## src/rtl/kmh_pkg.sv

```systemverilog
// Shared types, constants and keymap lookup for the key matrix to HID report block.
package kmh_pkg;

  // Field widths of one row item and of one report
  localparam int ROW_W    = 3;
  localparam int SAMPLE_W = 18;
  localparam int IN_W     = 40;
  localparam int CODE_W   = 8;
  localparam int OUT_W    = 56;

  // Matrix geometry and report size
  localparam int ROWS      = 6;
  localparam int COLUMNS   = 18;
  localparam int KEY_SLOTS = 6;
  localparam int OUT_SLOTS = 6;
  localparam int ROM_ROWS  = 6;
  localparam int ROM_COLS  = 18;

  // Columns actually scanned and the widths that follow from them
  localparam int SCAN_COLS = (COLUMNS < ROM_COLS) ? COLUMNS : ROM_COLS;
  localparam int COL_W     = (SCAN_COLS > 1) ? $clog2(SCAN_COLS) : 1;
  localparam int FILL_W    = $clog2(KEY_SLOTS + 1);

  // Modifier usage range 0xE0 to 0xE7
  localparam logic [4:0] MOD_PREFIX = 5'b11100;

  typedef enum logic [1:0] {
    ST_IDLE,
    ST_SCAN,
    ST_CHECK
  } kmh_state_t;

  // Column shifter status
  typedef struct packed {
    logic             bit_set;
    logic [COL_W-1:0] col;
    logic             last;
  } kmh_col_t;

  // Control from the sequencer to the report builder
  typedef struct packed {
    logic              clear;
    logic              add;
    logic [CODE_W-1:0] code;
    logic              check;
  } kmh_ctrl_t;

  // Status from the report builder
  typedef struct packed {
    logic done;
  } kmh_stat_t;

  localparam logic [CODE_W-1:0] KEYMAP [ROM_ROWS][ROM_COLS] = '{
    '{8'h29, 8'h3E, 8'h3A, 8'h3B, 8'h3C, 8'h3D, 8'h3E, 8'h3F, 8'h40,
      8'h41, 8'h2D, 8'h2E, 8'h42, 8'h43, 8'h44, 8'h45, 8'h00, 8'h46},
    '{8'h35, 8'h1E, 8'h1F, 8'h20, 8'h21, 8'h22, 8'h23, 8'h24, 8'h25,
      8'h26, 8'h27, 8'h2A, 8'h4A, 8'h4B, 8'h53, 8'h54, 8'h55, 8'h56},
    '{8'h2B, 8'h14, 8'h1A, 8'h08, 8'h15, 8'h17, 8'h1C, 8'h18, 8'h0C,
      8'h12, 8'h13, 8'h28, 8'h4D, 8'h4E, 8'h5F, 8'h60, 8'h61, 8'h57},
    '{8'h39, 8'h04, 8'h16, 8'h07, 8'h09, 8'h0A, 8'h0B, 8'h0D, 8'h0E,
      8'h0F, 8'h33, 8'h28, 8'h49, 8'h00, 8'h5C, 8'h5D, 8'h5E, 8'h57},
    '{8'hE1, 8'h1D, 8'h1B, 8'h06, 8'h19, 8'h05, 8'h11, 8'h10, 8'h36,
      8'h37, 8'h38, 8'hE5, 8'h4C, 8'h52, 8'h59, 8'h5A, 8'h5B, 8'h58},
    '{8'hE0, 8'hE3, 8'hE2, 8'hE4, 8'h2C, 8'h00, 8'h00, 8'h2C, 8'h34,
      8'h2F, 8'h30, 8'h31, 8'h50, 8'h51, 8'h4F, 8'h62, 8'h63, 8'h58}
  };

  // Usage code of one matrix position, zero outside the keymap
  function automatic logic [CODE_W-1:0] keymap_code(logic [ROW_W-1:0] row,
                                                    logic [COL_W-1:0] col);
    logic [CODE_W-1:0] code;
    code = '0;
    if (32'(row) < ROM_ROWS && 32'(col) < ROM_COLS) begin
      code = KEYMAP[row][col];
    end
    return code;
  endfunction

endpackage

```

## src/rtl/key_matrix_to_hid_report.sv

```systemverilog
// Top level: key matrix row scanner that builds HID boot keyboard reports.
//
// One transfer on the s_ side is one scanned matrix row. A row whose two
// samples are both nonzero is decoded one column per cycle through the
// column shifter, and no further row is accepted until its last column is
// done; a row with a zero sample is not decoded. After the last row the
// check state compares the working report with the last report sent and,
// if they differ, loads it into the output stage. Decoding may go on
// while the output stage still holds an earlier report. Rows beyond the
// last are accepted and dropped. The comparison waits while an unsent
// report still occupies the output stage.
module key_matrix_to_hid_report (
  input  logic                       clk,
  input  logic                       rst,
  input  logic                       s_tvalid,
  output logic                       s_tready,
  // s_tdata: row_index, first_sample, second_sample
  input  logic [kmh_pkg::IN_W-1:0]   s_tdata,
  output logic                       m_tvalid,
  input  logic                       m_tready,
  // m_tdata: modifier_bits, key_one, key_two, key_three, key_four, key_five, key_six
  output logic [kmh_pkg::OUT_W-1:0]  m_tdata
);
  import kmh_pkg::*;

  kmh_state_t          state;
  kmh_state_t          state_next;
  logic [ROW_W-1:0]    row;
  logic                last_row;
  logic [ROW_W-1:0]    in_row;
  logic [SAMPLE_W-1:0] in_first;
  logic [SAMPLE_W-1:0] in_second;
  logic                accept;
  logic                row_ok;
  logic                used;
  logic                in_last;
  kmh_col_t            col_st;
  kmh_ctrl_t           ctrl;
  kmh_stat_t           rep_st;

  // Unpack the row transfer
  assign in_row    = s_tdata[ROW_W-1:0];
  assign in_first  = s_tdata[ROW_W +: SAMPLE_W];
  assign in_second = s_tdata[ROW_W+SAMPLE_W +: SAMPLE_W];

  assign s_tready = (state == ST_IDLE);
  assign accept   = s_tvalid && s_tready;
  assign row_ok   = (32'(in_row) < ROWS);
  assign used     = (in_first != '0) && (in_second != '0);
  assign in_last  = (32'(in_row) == ROWS - 1);

  // Hold the row being decoded
  always_ff @(posedge clk) begin
    if (accept) begin
      row      <= in_row;
      last_row <= in_last;
    end
  end

  always_ff @(posedge clk) begin
    if (rst) begin
      state <= ST_IDLE;
    end else begin
      state <= state_next;
    end
  end

  // Sequence accept, column scan and report check
  always_comb begin
    state_next = state;
    ctrl.clear = accept && row_ok && (in_row == '0);
    ctrl.add   = 1'b0;
    ctrl.code  = keymap_code(row, col_st.col);
    ctrl.check = 1'b0;
    unique case (state)
      ST_IDLE: begin
        if (accept && row_ok) begin
          if (used) begin
            state_next = ST_SCAN;
          end else if (in_last) begin
            state_next = ST_CHECK;
          end
        end
      end
      ST_SCAN: begin
        ctrl.add = col_st.bit_set;
        if (col_st.last) begin
          state_next = last_row ? ST_CHECK : ST_IDLE;
        end
      end
      ST_CHECK: begin
        ctrl.check = 1'b1;
        if (rep_st.done) begin
          state_next = ST_IDLE;
        end
      end
      default: begin
        state_next = ST_IDLE;
      end
    endcase
  end

  kmh_col_shift u_col_shift (
    .clk    (clk),
    .rst    (rst),
    .load   (accept),
    .en     (state == ST_SCAN),
    .sample (in_second),
    .status (col_st)
  );

  kmh_report u_report (
    .clk      (clk),
    .rst      (rst),
    .ctrl     (ctrl),
    .status   (rep_st),
    .m_tvalid (m_tvalid),
    .m_tready (m_tready),
    .m_tdata  (m_tdata)
  );

endmodule

```

## src/rtl/kmh_col_shift.sv

```systemverilog
// Column shifter: presents one column bit of the row sample per enabled cycle.
module kmh_col_shift (
  input  logic                           clk,
  input  logic                           rst,
  input  logic                           load,
  input  logic                           en,
  input  logic [kmh_pkg::SAMPLE_W-1:0]   sample,
  output kmh_pkg::kmh_col_t              status
);
  import kmh_pkg::*;

  logic [SCAN_COLS-1:0] shift;
  logic [COL_W-1:0]     col;

  // Load the sample, then advance one column per enabled cycle
  always_ff @(posedge clk) begin
    if (rst) begin
      col <= '0;
    end else if (load) begin
      col <= '0;
    end else if (en) begin
      col <= col + COL_W'(1);
    end
  end

  always_ff @(posedge clk) begin
    if (load) begin
      shift <= sample[SCAN_COLS-1:0];
    end else if (en) begin
      shift <= shift >> 1;
    end
  end

  assign status.bit_set = shift[0];
  assign status.col     = col;
  assign status.last    = (32'(col) == SCAN_COLS - 1);

endmodule

```

## src/rtl/kmh_report.sv

```systemverilog
// Report builder: working report, last report sent and the output stream stage.
module kmh_report (
  input  logic                          clk,
  input  logic                          rst,
  input  kmh_pkg::kmh_ctrl_t            ctrl,
  output kmh_pkg::kmh_stat_t            status,
  output logic                          m_tvalid,
  input  logic                          m_tready,
  // m_tdata: modifier_bits, key_one, key_two, key_three, key_four, key_five, key_six
  output logic [kmh_pkg::OUT_W-1:0]     m_tdata
);
  import kmh_pkg::*;

  logic [CODE_W-1:0] work_mod;
  logic [CODE_W-1:0] work_slots [OUT_SLOTS];
  logic [FILL_W-1:0] fill;
  logic [CODE_W-1:0] sent_mod;
  logic [CODE_W-1:0] sent_slots [OUT_SLOTS];
  logic              is_mod;
  logic              changed;
  logic              can_load;
  logic              load;

  assign is_mod = (ctrl.code[7:3] == MOD_PREFIX);

  // Update the working report: clear, set a modifier bit or fill the next slot
  always_ff @(posedge clk) begin
    if (rst || ctrl.clear) begin
      work_mod <= '0;
      fill     <= '0;
      for (int s = 0; s < OUT_SLOTS; s++) begin
        work_slots[s] <= '0;
      end
    end else if (ctrl.add && ctrl.code != '0) begin
      if (is_mod) begin
        work_mod[ctrl.code[2:0]] <= 1'b1;
      end else if (32'(fill) < KEY_SLOTS) begin
        fill <= fill + FILL_W'(1);
        for (int s = 0; s < OUT_SLOTS; s++) begin
          if (32'(fill) == s) begin
            work_slots[s] <= ctrl.code;
          end
        end
      end
    end
  end

  // Compare the working report with the last one sent
  always_comb begin
    changed = (work_mod != sent_mod);
    for (int s = 0; s < OUT_SLOTS; s++) begin
      if (work_slots[s] != sent_slots[s]) begin
        changed = 1'b1;
      end
    end
  end

  assign can_load    = !m_tvalid || m_tready;
  assign status.done = ctrl.check && can_load;
  assign load        = status.done && changed;

  // Hold the last report sent; it doubles as the output data
  always_ff @(posedge clk) begin
    if (rst) begin
      sent_mod <= '0;
      for (int s = 0; s < OUT_SLOTS; s++) begin
        sent_slots[s] <= '0;
      end
    end else if (load) begin
      sent_mod   <= work_mod;
      sent_slots <= work_slots;
    end
  end

  always_ff @(posedge clk) begin
    if (rst) begin
      m_tvalid <= 1'b0;
    end else if (load) begin
      m_tvalid <= 1'b1;
    end else if (m_tready) begin
      m_tvalid <= 1'b0;
    end
  end

  always_comb begin
    m_tdata = '0;
    m_tdata[CODE_W-1:0] = sent_mod;
    for (int s = 0; s < OUT_SLOTS; s++) begin
      m_tdata[CODE_W*(s+1) +: CODE_W] = sent_slots[s];
    end
  end

  a_fill_range : assert property (@(posedge clk) disable iff (rst)
    32'(fill) <= KEY_SLOTS)
    else $error("slot fill count beyond the slot count");

  a_clear : assert property (@(posedge clk) disable iff (rst)
    ctrl.clear |=> (fill == '0 && work_mod == '0))
    else $error("working report not cleared");

  a_load : assert property (@(posedge clk) disable iff (rst)
    load |=> (m_tvalid && !changed))
    else $error("report transfer not presented or sent copy differs");

endmodule

```

## config.mk

```make
export PLATFORM = sky130hd
export DESIGN_NAME = key_matrix_to_hid_report
export DESIGN_NICKNAME = d
export VERILOG_FILES = /design/src/rtl/kmh_pkg.sv /design/src/rtl/key_matrix_to_hid_report.sv /design/src/rtl/kmh_col_shift.sv /design/src/rtl/kmh_report.sv
export SDC_FILE = /design/constraint.sdc
export NUM_CORES = 1
export LEC_CHECK = 0
export BUFFER_PORTS_ARGS = -buffer_cell sky130_fd_sc_hd__buf_2
export CELL_PAD_IN_SITES_DETAIL_PLACEMENT = 1
export CELL_PAD_IN_SITES_GLOBAL_PLACEMENT = 1
export CORE_ASPECT_RATIO = 1.2
export CORE_UTILIZATION = 49
export CTS_BUF_LIST = sky130_fd_sc_hd__clkbuf_4 sky130_fd_sc_hd__clkbuf_8 sky130_fd_sc_hd__clkbuf_16
export CTS_CLUSTER_DIAMETER = 50
export DETAILED_ROUTE_END_ITERATION = 10
export GPL_ROUTABILITY_DRIVEN = 0
export HOLD_SLACK_MARGIN = 0.12
export PLACE_DENSITY_LB_ADDON = 0.3
export SETUP_SLACK_MARGIN = 0.15
export SLEW_MARGIN = 40
export SYNTH_ARGS = -nofsm -noshare
export SYNTH_HDL_FRONTEND = slang
export SYNTH_HIERARCHICAL = 1
export SYNTH_SLANG_ARGS = --single-unit
```

## constraint.sdc

```tcl
create_clock -name clk -period 6.36 [get_ports clk]
set_input_delay 0.318 -clock clk [delete_from_list [all_inputs] [get_ports clk]]
set_output_delay 0.318 -clock clk [all_outputs]
set_load 0.01 [all_outputs]
```

### Yosys cells after proc, flatten, opt, wreduce, memory -nomap -nowiden

Memory sizes are Yosys's and may differ from the RTL's.
Cells that the tools add are included.
Widths: inputs -> output; s select.

* word-level logic and storage cells: 114
* memories: 1
* bits in read-only memories: 1152
* input bits: 44
* register bits: 145

* equal/unequal tests: 21
* multiplexer cells: 27
* order comparisons: 8
* bitwise gates (word level): 4
* add/subtract/negate cells: 2
* reductions and logical operators: 30

Memory list
* (name not given): depth 8, bits a word 144, read ports 1, clocked after memory_dff 0, write ports 0, line kmh_pkg.sv:74 `code = KEYMAP[row][col];`

Operator list (count)
* $mux 144: 2
* $ne 8x8->1: 7
* $bmux 8 s5: 1
* $mux 18: 2
* $reduce_bool 18->1: 2
* $reduce_and 4->1: 7
* $mux 8: 3
* $mux 2: 6
* $mux 1: 11
* $eq 5x5->1 const B: 2
* $eq 3x3->1 const B: 3
* $logic_and 1x1->1: 9
* $lt 3x3->1 const B: 3
* $or 8x8->8: 1
* $reduce_bool 8->1: 1
* $eq 3x2->1 const B: 2
* $ge 6x6->1 const B: 1
* $logic_not 3->1: 2
* $not 5->6: 1
* $pmux 2 s3: 1
* $add 5x1->5 const B: 1
* $lt 5x5->1 const B: 1
* $ge 4x4->1 const B: 1
* $lt 3x4->1 const B: 1
* 18 further kinds: 21

### Logic depth before layout (Yosys ltp)

Gate-level depths: netlist of the first run.

* word-level depth: 13
* mapped depth: 17

### Cells and area by module

Netlist of the first run, hierarchy kept.

By module, submodules not included
* kmh_report: times used 1, area each 5442.7 µm², cells an instance 552
* key_matrix_to_hid_report: times used 1, area each 1811.7 µm², cells an instance 259
* kmh_col_shift: times used 1, area each 1123.6 µm², cells an instance 67

### Least setup slack after synthesis of the first run

Ideal clock, no wire load.

* path type: register to register
* from: reg row[1]
* to: reg u_report/work_slots[14] (netlist name)
* cell stages (with the launch flop): 16
* setup slack: 2.852 ns
* arrival: 3.381 ns
* data required time: 6.232 ns
* period minus slack after synthesis: 3.508 ns
* path buffers: 2
* cells stage by stage: edfxtp_1 > clkbuf_1 > inv_1 > ha_1 > nand2b_1 > a21oi_1 > a2111oi_2 > a311oi_1 > a222oi_1 > nor2_1 > a21oi_1 > o31ai_2 > buf_4 > nor3_4 > mux2i_1 > nor2_1

RTL lines
* start, declared: line key_matrix_to_hid_report.sv:28 `logic [ROW_W-1:0] row;`
* start signal, assigned: line key_matrix_to_hid_report.sv:55 `row <= in_row;`
* end signal, assigned by index: line kmh_report.sv:41 `work_slots[s] <= ctrl.code;`
* end, declared: line kmh_report.sv:15 `logic [CODE_W-1:0] work_slots [OUT_SLOTS];`

==> key figures, run 1 <==
Status
  • Status: completed

Power and ir drop
  • Leakage: 0.00406 µW
  • Total Power: 2310 µW
  • Clock Power Share: 0.464
  • Internal: 1740 µW
  • Pwr per Cell Area: 242 nW/µm²
  • Sw frac: 0.248
  • Logic pwr share: 0.114
  • Switching pwr: 575 µW
  • Peak supply drop: 181 µV
  • Part of the power in registers: 0.422

Finish
  • Ratio of cells with drive above 1 in the final layout: 0.198
  • Finished Layout Cells: 1183
  • Layout net count: 1018
  • ANT cells: 0
  • Synthesis-to-layout area growth: 14.2%
  • Finished Core Util: 0.570

Place
  • # port buffers: 100
  • Inst Count DP: 1148
  • Final HPWL DP: 15.5 mm

Timing
  • Worst slew margin: 0.534
  • Clock skew: 0.00805 ns
  • RSZ-0062 raised after global routing: no
  • Setup_tns: 0 ns
  • Worst Tran Pin Value: 0.699 ns
  • Finish-stage setup viols: 0
  • Final hold violation count: 0
  • Final min period: 4.55 ns
  • Tcrit/Tclk final: 0.715
  • Pins Over Slew Limit: 0
  • Max frequency: 220 MHz

Synthesis
  • Primary FF master, synth: dfxtp_1
  • Cell variety after synth: 74
  • Post-synthesis adder-cell area fraction: 0.0311
  • Syn. warnings: 6
  • Mapped Cells: 878
  • Xor and xnor area share after synthesis: 0.0606
  • Sequential area share after synthesis: 0.373
  • Ranking of synthesized cells by area: dfxtp_1 29%, mux2i_1 13%, nand2b_1 9.2%
  • Synth Area in Compound Gates: 0.100
  • FFs w/ async S/R, synth: 0
  • Post-synth net total: 942
  • Largest family of logic cells by synthesized area: simple AND/OR/NAND/NOR gates
  • Synth Area in Simple Gates: 0.214
  • Synthesized cell area: 8380 µm²
  • Synth cell count leaders: 123 x dfxtp_1, 123 x nand2b_1, 106 x mux2i_1
  • Post-synthesis mux area share: 0.163
  • Top cell type's share of synthesized area: 0.294
  • Synthesized area per cell: 9.54 µm²
  • Top cell type by total area after synthesis: dfxtp_1
  • Flops & latches, synth: 145
  • Post-synth EDFFs: 22

Clock network
  • Clock buffer depth: 2
  • Worst-Skew Late Latency: 0.43 ns
  • CTS Buf Count: 17
  • CTS root buf: clkbuf_16
  • Cts repair resizes: 0
  • Hold-fix buffers, CTS: 3
  • Clk pin slew, worst setup/hold paths: 0.06 ns
  • # H-tree levels: 4
  • CTS tree: done
  • CTS Sinks: 145
  • Postcts setup bufs: 0

Drt
  • Antenna-violating nets left: 0
  • Pre-antenna DRT Iters: 5
  • Vias: 6748
  • Initial detailed-routing violation count: 356
  • DR DRC count: 0
  • Routed WL: 23.5 mm
  • WL/cell: 19.9 µm
  • DR vias/cell: 5.70

Floorplan
  • IO Pins: 102
  • Die X: 121 µm
  • Initial core utilization: 0.499
  • Site Rows: 52
  • Core outline area: 16800 µm²
  • Die area: 17600 µm²
  • Chip Height: 145 µm

Global routing
  • Grt total ovfl: 0
  • Initial antenna violation count: 0
  • Vias in the first global route: 6898
  • Largest net degree at the start of global routing: 124
  • Total GRT Usage: 0.272
  • Global-route wire length before repair: 37.0 mm

Setup path
  • Crit. End Element: register
  • Reg2reg path depth: 15
  • Worst setup path category: register to register
  • Critical path fanouts, max: 17
  • Arrival @ worst endpoint: 4.82 ns
  • CP Launch Type: register
  • Required time of the worst setup path: 6.63 ns

Min path
  • HP Class: primary input to register
  • Hold path depth: 2

Job
  • Number of max-cap violations: 0
[layer usage]
metal,vias to the layer above,part of all wire,global-route usage
met1,3337,0.42,0.322
met4,0,0.030,0.109
met2,158,0.52,0.479
li1,3215,-,-
met3,38,0.033,0.0436
met5,-,0,0
[registers in the layout (all words and copies together) (netlist names)]
| name | count |
|---|---|
| u_col_shift/col | 5 |
| u_report/work_slots | 48 |
| state | 2 |
| u_report/fill | 3 |
| u_report/m_tdata | 48 |
| u_report/m_tvalid | 1 |
| u_report/sent_mod | 8 |
| u_report/work_mod | 8 |
| last_row | 1 |
| row | 3 |
| u_col_shift/shift | 18 |
[stage by stage]
step / worst slack (ns) / hold WS, ns / area [µm²]
floorplan: 2.85 / 0.387 / 8380
global placement: 1.78 / 0.484 / 8870
detailed placement: 1.97 / 0.493 / 8890
CTS: 1.86 / 0.190 / 9560
global route: 1.62 / 0.197 / 9570
finish: 1.81 / 0.203 / 9570
[path summary, 6_finish.rpt]
| check | to | from | slack [ns] |
|---|---|---|---|
| hold / removal | u_col_shift/shift[17]$_SDFFCE_PN0P_ | s_tdata[38] | 0.20 |
| hold reg to reg | u_report/m_tdata[8]$_SDFFE_PP0P_ | u_report/m_tdata[8]$_SDFFE_PP0P_ | 0.50 |
| setup / recovery | u_report/work_slots[45]$_SDFFE_PP0P_ | row[0]$_DFFE_PP_ | 1.81 |
| setup reg to reg | u_report/work_slots[45]$_SDFFE_PP0P_ | row[0]$_DFFE_PP_ | 1.81 |
[cell families after synthesis]
logic type               Yosys count
AO/OA/AOI/OAI                    121
XOR/XNOR                          58
adder cells (fa/ha/maj)           21
buffers and inverters             83
flip-flops                       145
multiplexers                     127
AND/OR/NAND/NOR                  323
[layout by cell type (no fill, tap or decap), types with 12 or more instances in the layout]
cell       netlist  layout
buf_4           10      18
xor2_1          40      40
clkbuf_16        0      18
inv_1           15      15
nand2b_1       123     123
nand2_1         21      21
nand4_1         12      12
dfxtp_1        123     121
buf_2           12     100
nor4_1          19      19
xnor2_1         18      18
o21ai_0         24      24
mux2i_1        106     106
nor2_1          89      89
a21oi_1         29      29
ha_1            20      20
mux2_4          15      15
edfxtp_1        22      22
[power groups by stage]
stage	sequential [µW]	combinational (µW)	clock, µW
6_report	977	264	1070
3_5_place_dp	997	260	0
3_3_place_gp	996	251	0
4_1_cts	977	263	1090
5_1_grt	980	284	1130
2_1_floorplan	988	192	0
[layout make-up]
| type | count | area, µm² |
|---|---|---|
| clock buffer | 21 | 485 |
| tap | 216 | 270 |
| timing repair buffer | 122 | 677 |
| inverter | 18 | 67.6 |
| multi-input combinational | 650 | 4790 |
| sequential | 145 | 3130 |
| clock inverter | 11 | 149 |
| fill | 1919 | 7220 |
[critical path, cell delays in order (launching register included)]
cell      delay [ns]
edfxtp_1        0.32
buf_4           0.26
inv_1           0.24
ha_1            0.37
nand2b_1        0.14
maj3_1          0.17
a21oi_1         0.06
o311ai_0        0.51
o41ai_1         0.19
buf_4           0.22
nor4_1          0.27
a21oi_1         0.16
o31ai_4         0.53
nand3b_1        0.58
mux2i_1         0.29
nor2_1          0.08
Note: power is estimated with default switching activity, not from simulation.
==> run 2: changes to the inputs <==
--- a/config.mk
+++ b/config.mk
@@ -9,7 +9,7 @@
 export CELL_PAD_IN_SITES_DETAIL_PLACEMENT = 1
 export CELL_PAD_IN_SITES_GLOBAL_PLACEMENT = 1
 export CORE_ASPECT_RATIO = 1.2
-export CORE_UTILIZATION = 49
+export CORE_UTILIZATION = 46
 export CTS_BUF_LIST = sky130_fd_sc_hd__clkbuf_4 sky130_fd_sc_hd__clkbuf_8 sky130_fd_sc_hd__clkbuf_16
 export CTS_CLUSTER_DIAMETER = 50
 export DETAILED_ROUTE_END_ITERATION = 10
==> constraint.sdc (replaced) <==
create_clock -name clk -period 4.5 [get_ports clk]
set_input_delay 0.225 -clock clk [delete_from_list [all_inputs] [get_ports clk]]
set_output_delay 0.225 -clock clk [all_outputs]
set_load 0.01 [all_outputs]
==> key figures, run 2 (synthesized netlist as in run 1, its figures left out) <==
Status
  • Status: completed

Drt
  • Antenna-violating nets left: 0 (unchanged)
  • DR vias/cell: 5.63 (-1.4%)
  • Vias: 6813 (+0.96%)
  • Pre-antenna DRT Iters: 7 (+2)
  • WL/cell: 19.6 µm (-1.2%)
  • Routed WL: 23.8 mm (+1.1%)
  • Initial detailed-routing violation count: 387 (+8.7%)
  • DR DRC count: 0 (unchanged)

Clock network
  • Worst-Skew Late Latency: 0.43 ns (about the same)
  • # H-tree levels: 4 (unchanged)
  • Clock buffer depth: 2 (unchanged)
  • CTS Sinks: 145 (unchanged)
  • CTS tree: done
  • Clk pin slew, worst setup/hold paths: 0.06 ns (about the same)
  • CTS root buf: clkbuf_16
  • CTS Buf Count: 17 (unchanged)
  • Postcts setup bufs: 0 (unchanged)

Floorplan
  • Die X: 125 µm (+3.2%)
  • IO Pins: 102 (unchanged)
  • Chip Height: 150 µm (+3.2%)
  • Initial core utilization: 0.475 (-0.0241)
  • Site Rows: 53 (+1.9%)
  • Core outline area: 17600 µm² (+5.1%)
  • Die area: 18800 µm² (+6.4%)

Power and ir drop
  • Peak supply drop: 262 µV (+45%)
  • Pwr per Cell Area: 325 nW/µm² (+34%)
  • Leakage: 0.00413 µW (+1.7%)

Finish
  • Fill count: 2012 (+4.8%)
  • Finished Layout Cells: 1211 (+2.4%)
  • Commonest non-fill, non-tap cells in the layout: 123 x nand2b_1, 121 x dfxtp_1, 106 x mux2i_1
  • Finished Core Util: 0.552 (-0.0174)
  • Layout net count: 1042 (+2.4%)
  • Synthesis-to-layout area growth: 16.3%
  • Leading cell type in the layout, fill and taps excluded: nand2b_1
  • Ratio of cells with drive above 1 in the final layout: 0.196 (-0.00176)
  • ANT cells: 0 (unchanged)

Global routing
  • Largest net degree at the start of global routing: 123 (-0.81%)
  • Total GRT Usage: 0.260 (-0.0120)
  • Global-route wire length before repair: 37.7 mm (+1.9%)
  • Initial antenna violation count: 0 (unchanged)
  • Grt total ovfl: 0 (unchanged)
  • Vias in the first global route: 7105 (+3.0%)

Place
  • Inst Count DP: 1159 (+0.96%)
  • Final HPWL DP: 15.8 mm (+1.7%)
  • # port buffers: 100 (unchanged)
  • Dpl ws: 0.572 ns (-1.40 ns)

Setup path
  • Crit path cell chain: inv_1, ha_1, nand2b_1, a21oi_1, a2111oi_2, a311oi_1, a222oi_1, nor2_1, a21oi_1, o31ai_2, buf_4, nor3_4, mux2i_1, nor2_1
  • Buf+Inv Stages, Crit Path: 2 (-1)
  • Top Family by Delay on Critical Path: compound AO/OA/AOI/OAI gates
  • Worst setup path category: register to register
  • Max incr delay on CP: 0.53 ns (-0.05 ns)
  • Arrival @ worst endpoint: 4.30 ns (-0.52 ns)
  • CP Launch Type: register
  • Slowest CP cell: nor3_4
  • Required time of the worst setup path: 4.77 ns (-1.86 ns)
  • Crit. End Element: register
  • Critical path fanouts, max: 8 (-9)

Timing
  • RSZ-0062 raised after global routing: no
  • Tcrit/Tclk final: 0.895 (+0.180)
  • Final min period: 4.03 ns (-0.523 ns)
  • Final hold violation count: 0 (unchanged)
  • Setup_tns: 0 ns (unchanged)
  • Worst slew margin: 0.470 (-0.0638)
  • Worst Tran Pin Value: 0.795 ns (+0.0957 ns)
  • Finish-stage setup viols: 0 (unchanged)
  • Final worst slack: 0.473 ns (-1.34 ns)
  • Pins Over Slew Limit: 0 (unchanged)
  • Hold_ws: 0.152 ns (-0.0513 ns)
  • Clock skew: 0.0119 ns (+0.00387 ns)
  • Max frequency: 248 MHz (+13%)

Min path
  • HP Class: primary input to register

Job
  • Number of max-cap violations: 0 (unchanged)
[run 2: cell types whose count changed in the layout (fill, tap and decap cells not counted), moves of 3 or more]
cell           previous run  this run
buf_4                    18        23
clkinv_2                  3         0
clkinv_4                  0         3
inv_6                     2         5
dlygate4sd3_1             3        20
[run 2: what timing repair did]
item                       in CTS  in global routing
resized for setup               0                  0
setup endpoints to repair       0                  0
hold buffers                   20                  0
hold endpoints to repair       20                  0
[run 2: through the flow]
stage          instance area [µm²]  power, µW
6_report                      9740       3170
3_3_place_gp                  8950       1770
2_1_floorplan                 8380       1670
3_5_place_dp                  8960       1780
4_1_cts                       9740       3190
5_1_grt                       9740       3270
[run 2: layer usage]
layer,wire length (µm),GRT usage,vias to the layer above
met4,804,0.124,0
met3,701,0.0400,49
li1,-,-,3273
met1,10000,0.293,3331
met5,0,0,-
met2,12300,0.478,160
[run 2: worst paths after layout]
check	startpoint	to	slack [ns]	cells past startpoint
worst max-delay path	row[1]$_DFFE_PP_	u_report/work_slots[8]$_SDFFE_PP0P_	0.47	14
worst min-delay path	s_tdata[34]	u_col_shift/shift[13]$_DFFE_PP_	0.15	2
worst min register to register	u_report/m_tdata[8]$_SDFFE_PP0P_	u_report/m_tdata[8]$_SDFFE_PP0P_	0.50	2
worst max register to register	row[1]$_DFFE_PP_	u_report/work_slots[8]$_SDFFE_PP0P_	0.47	14
[run 2: area by class of cell]
| cell class | instances | area, µm² | share of cell area |
|---|---|---|---|
| Clock inverter | 15 | 154 | 0.0158 |
| Multi-Input combinational cell | 650 | 4770 | 0.490 |
| Clock buffer | 17 | 425 | 0.0437 |
| Sequential cell | 145 | 3130 | 0.321 |
| Timing Repair Buffer | 146 | 925 | 0.0949 |
| Tap cell | 220 | 275 | 0.0282 |
| Inverter | 18 | 67.6 | 0.00693 |
[run 2: power by group]
| group | internal (µW) | switching (µW) | total, µW |
|---|---|---|---|
| registers | 1360 | 22.9 | 1380 |
| clock network | 778 | 617 | 1390 |
| logic | 173 | 222 | 395 |
| total | 2310 | 862 | 3170 |
